**src/rtl/w2s_div_step.sv**
```systemverilog
// One restoring division step: compares the remainder with the shifted divisor.
module w2s_div_step #(
	parameter int RW = 55,
	parameter int DW = 42,
	parameter int SH = 0
) (
	input  logic [RW-1:0] rem,
	input  logic [DW-1:0] dvs,
	output logic [RW-1:0] rem_nxt,
	output logic          quo_bit
);
	localparam int XW = ((RW > DW + SH) ? RW : DW + SH) + 1;

	logic [XW-1:0] r_x;
	logic [XW-1:0] d_x;
	logic [XW-1:0] diff;

	assign r_x     = XW'(rem);
	assign d_x     = XW'(dvs) << SH;
	assign diff    = r_x - d_x;
	assign quo_bit = (r_x >= d_x);
	assign rem_nxt = quo_bit ? diff[RW-1:0] : rem;

endmodule
```
**config.mk**
```make
export PLATFORM = sky130hd
export DESIGN_NAME = w2s_div_step
export DESIGN_NICKNAME = d
export VERILOG_FILES = /design/src/rtl/w2s_div_step.sv
export SDC_FILE = /design/constraint.sdc
export NUM_CORES = 1
export LEC_CHECK = 0
export BUFFER_PORTS_ARGS = -buffer_cell sky130_fd_sc_hd__buf_2
export CAP_MARGIN = 10
export CORE_UTILIZATION = 46
export DETAILED_ROUTE_END_ITERATION = 16
export GPL_TIMING_DRIVEN = 1
export PLACE_DENSITY_LB_ADDON = 0.1
export SYNTH_ARGS = -nofsm -noshare
export SYNTH_HDL_FRONTEND = slang
export SYNTH_SLANG_ARGS = --single-unit
export TNS_END_PERCENT = 100
```
**constraint.sdc**
```tcl
create_clock -name vclk -period 2.3
set_input_delay 0 -clock vclk [all_inputs]
set_output_delay 0 -clock vclk [all_outputs]
set_load 0.05 [all_outputs]
```
==> results of run 1 <==
cell families after synthesis:
logic type / Yosys count / synth area share (%)
AND/OR/NAND/NOR: 200 / 29.2
AO/OA/AOI/OAI: 181 / 31.3
buffers and inverters: 79 / 9.93
XOR/XNOR: 52 / 13.0
adder cells (fa/ha/maj): 43 / 15.6
multiplexers: 3 / 0.929
through the flow:
stage,cells,hold WS [ns]
after floorplan,558,0.115
after detailed placement,943,0.399
after global placement,943,0.373
==> flow_metrics.py, run 1 <==
metrics = {
    "synth": {
        "synth_common_cells": "a21oi_1, nor2_1, inv_1, nand2_1, ha_1",
        "synth_area_um2": 3500,
        "synth_area_leaders": "ha_1, a21oi_1, xnor2_1",
        "synthCells": 558,
        "yosys.area.top_type": "ha_1",
        "yosysSeqAreaShare_pct": 0,
        "yosysMostFrequentCell": "a21oi_1",
        "ys_types": 62,
        "synth_top_area_share_pct": 15.0,
        "avgSynthCellArea_um2": 6.28,
        "yosysWarnings": 0,
        "synthesis.nets": 698,
    },
    "clock_network": {
        "post_cts_buffers": 38,
        "ctsResizeCount": 294,
        "postCtsHoldBufs": 0,
    },
    "outcome": {
        "status": "stopped before the end",
        "stop_stage": "4_1_cts",
        "error": "[ERROR DPL-0038] Utilization greater than 100%, impossible to legalize",
    },
    "floorplan": {
        "ios": 153,
        "rows": 31,
        "die_w_um": 89.3,
        "start_util_pct": 48.0,
        "fp.dieH_um": 89.3,
    },
    "placement": {
        "port_buffers": 153,
        "gp_congestion": 0.905,
        "place_area_um2": 6200,
        "dpl_worst_slack_ns": -0.607,
        "dp.final_hpwl_mm": 12.1,
    },
}
==> run 2, diff against run 1 <==
CORE_UTILIZATION = 40   (was 46)
PLACE_DENSITY_LB_ADDON = 0.15   (was 0.1)
clock period = 3 ns   (was 2.3 ns; I/O delays follow)
==> flow_metrics.py, run 2 <==
metrics = {
    "global_route": {
        "grt_pass1_vias": 3816,
        "grt_pass1_wl_mm": 16.7,
        "antenna_found_initial": 0,
        "groute.usage.overall_pct": 21.8,
        "grt_max_degree": 36,
        "grt_overflow": 0,
    },
    "power": {
        "p_comb_share_pct": 100.0,
        "p_sw_uw": 999,
        "p_int_uw": 458,
        "seqPwrFrac_pct": 0,
        "p_sw_share_pct": 68.6,
        "p_clk_share_pct": 0,
        "p_per_area_nw_per_um2": 324,
        "leakage_uw": 0.00226,
        "max-vdd-ir-drop_mv": 0.188,
    },
    "setup_path": {
        "end_kind": "output pin",
        "critPathLaunchType": "input pin",
        "worst-setup-path-type": "input pin to output pin",
        "arrival_ns": 2.86,
        "cp_max_fo": 3,
        "crit_required_ns": 3.00,
        "crit_start": "rem[0]",
    },
    "floorplan": {
        "die_w_um": 95.6,
        "ios": 153,
        "coreArea_um2": 8340,
        "fp.dieH_um": 95.6,
        "rows": 33,
        "start_util_pct": 42.0,
        "die-area_um2": 9130,
    },
    "hold_path": {
        "hold_depth": 3,
        "hp-class": "input pin to output pin",
        "hp-start": "rem[50]",
    },
    "synth": {
        "synth_top_area_share_pct": 15.0,
        "synthCells": 558,
        "yosysMostFrequentCell": "a21oi_1",
        "synthesis.nets": 698,
        "avgSynthCellArea_um2": 6.28,
        "yosys.area.top_type": "ha_1",
        "yosysSeqAreaShare_pct": 0,
        "yosysWarnings": 0,
        "synth_area_leaders": "ha_1, a21oi_1, xnor2_1",
        "synth_area_um2": 3500,
        "synth_common_cells": "a21oi_1, nor2_1, inv_1, nand2_1, ha_1",
        "ys_types": 62,
    },
    "detailed_routing": {
        "drcViolationCount": 0,
        "first_iter_violations": 124,
        "routedWlPerCell_um": 13.2,
        "finalWirelength_mm": 10.7,
        "vias_per_cell": 5.35,
        "postRouteAntennaNets": 0,
        "drtPass1Iterations": 5,
        "num_vias": 4336,
    },
    "clock_network": {
        "postCtsHoldBufs": 0,
    },
    "finish": {
        "finalNonFillerCells": 811,
        "drive_above_1_share_pct": 29.6,
        "flops_and_latches": 0,
        "seqCellArea_um2": 0,
        "area_growth_pct": 28.5,
        "antennaDiodeCount": 0,
        "fill_cells": 912,
        "layout_commonest_cell": "buf_2",
        "post-route-util_pct": 53.9,
        "final_cell_mix": "buf_2, a21oi_1, nor2_1",
        "clock_buffers": 0,
        "fin_nets": 848,
    },
    "placement": {
        "placed_cells": 810,
        "dpl_worst_slack_ns": -0.0382,
        "dp.final_hpwl_mm": 9.14,
        "port_buffers": 153,
        "gp_congestion": 0.910,
    },
    "job": {
        "drv_cap": 0,
    },
    "timing": {
        "whs_ns": 0.355,
        "slew_headroom_pct": 57.5,
        "worst_pin_slew_ns": 0.631,
        "fin_crit_ns": 2.86,
        "setup_tns_ns": 0,
        "fmax_mhz": 350,
        "fin_crit_sh_pct": 95.2,
        "finalHoldViolations": 0,
        "fin_ws_ns": 0.143,
        "slew_violations": 0,
        "setup_viol": 0,
    },
    "outcome": {
        "status": "completed",
    },
}
## run 2: cell counts after synthesis
Identical to the previous run, type by type.
## run 2: repair_timing
item / in CTS / in global routing
pin swaps: 0 / 2
hold endpoints to repair: 0 / 0
setup buffers: 0 / 1
resized for setup: 2 / 20
setup endpoints to repair: 2 / 34
## run 2: per-stage QoR
| stage | instance area, µm² | power [µW] |
|---|---|---|
| 2_1_floorplan | 3510 | 1090 |
| 3_3_place_gp | 4410 | 1430 |
| 3_5_place_dp | 4410 | 1430 |
| 4_1_cts | 4410 | 1440 |
| 5_1_grt | 4500 | 1560 |
| 6_report | 4500 | 1460 |
## run 2: power by group through the flow
| stage | clock, µW | sequential (µW) | combinational, µW |
|---|---|---|---|
| global route | 0 | 0 | 1560 |
| global placement | 0 | 0 | 1430 |
| CTS | 0 | 0 | 1440 |
| finish | 0 | 0 | 1460 |
| floorplan | 0 | 0 | 1090 |
| detailed placement | 0 | 0 | 1430 |
## run 2: worst paths after layout
kind | to | slack [ns]
worst min-delay path | rem_nxt[50] | 0.35
worst max-delay path | rem_nxt[54] | 0.14
## run 2: kinds of logic after synthesis
kind of cell             share of synthesized area [%]
AO/OA/AOI/OAI                                     31.3
AND/OR/NAND/NOR                                   29.2
buffers and inverters                             9.93
XOR/XNOR                                          13.0
multiplexers                                     0.929
adder cells (fa/ha/maj)                           15.6
## run 2: final cells by class
type	count	area [µm²]	share of cell area [%]
multi-input combinational	479	3230	71.7
tap	105	131	2.92
inverter	57	226	5.03
timing repair buffer	170	915	20.3
## run 2: critical path, stage by stage
cell	delay (ns)
buf_2	0.10
inv_1	0.05
ha_1	0.17
inv_1	0.06
fa_1	0.40
a21o_1	0.21
a311oi_2	0.29
nor3_2	0.09
o2111ai_1	0.26
a21oi_1	0.13
o22ai_2	0.18
o31ai_4	0.10
a221oi_4	0.30
o21ai_1	0.14
xnor2_2	0.18
buf_6	0.18
## run 2: routing by layer
metal  wire length [µm]  part of all wire (%)  global-route usage, %
met1               5220                    49                   30.3
met3                452                   4.2                      0
met5                  0                     0                      0
met2               5000                    47                   40.1
met4                  0                     0                      0
No activity file was read; power rests on OpenSTA's default activity.
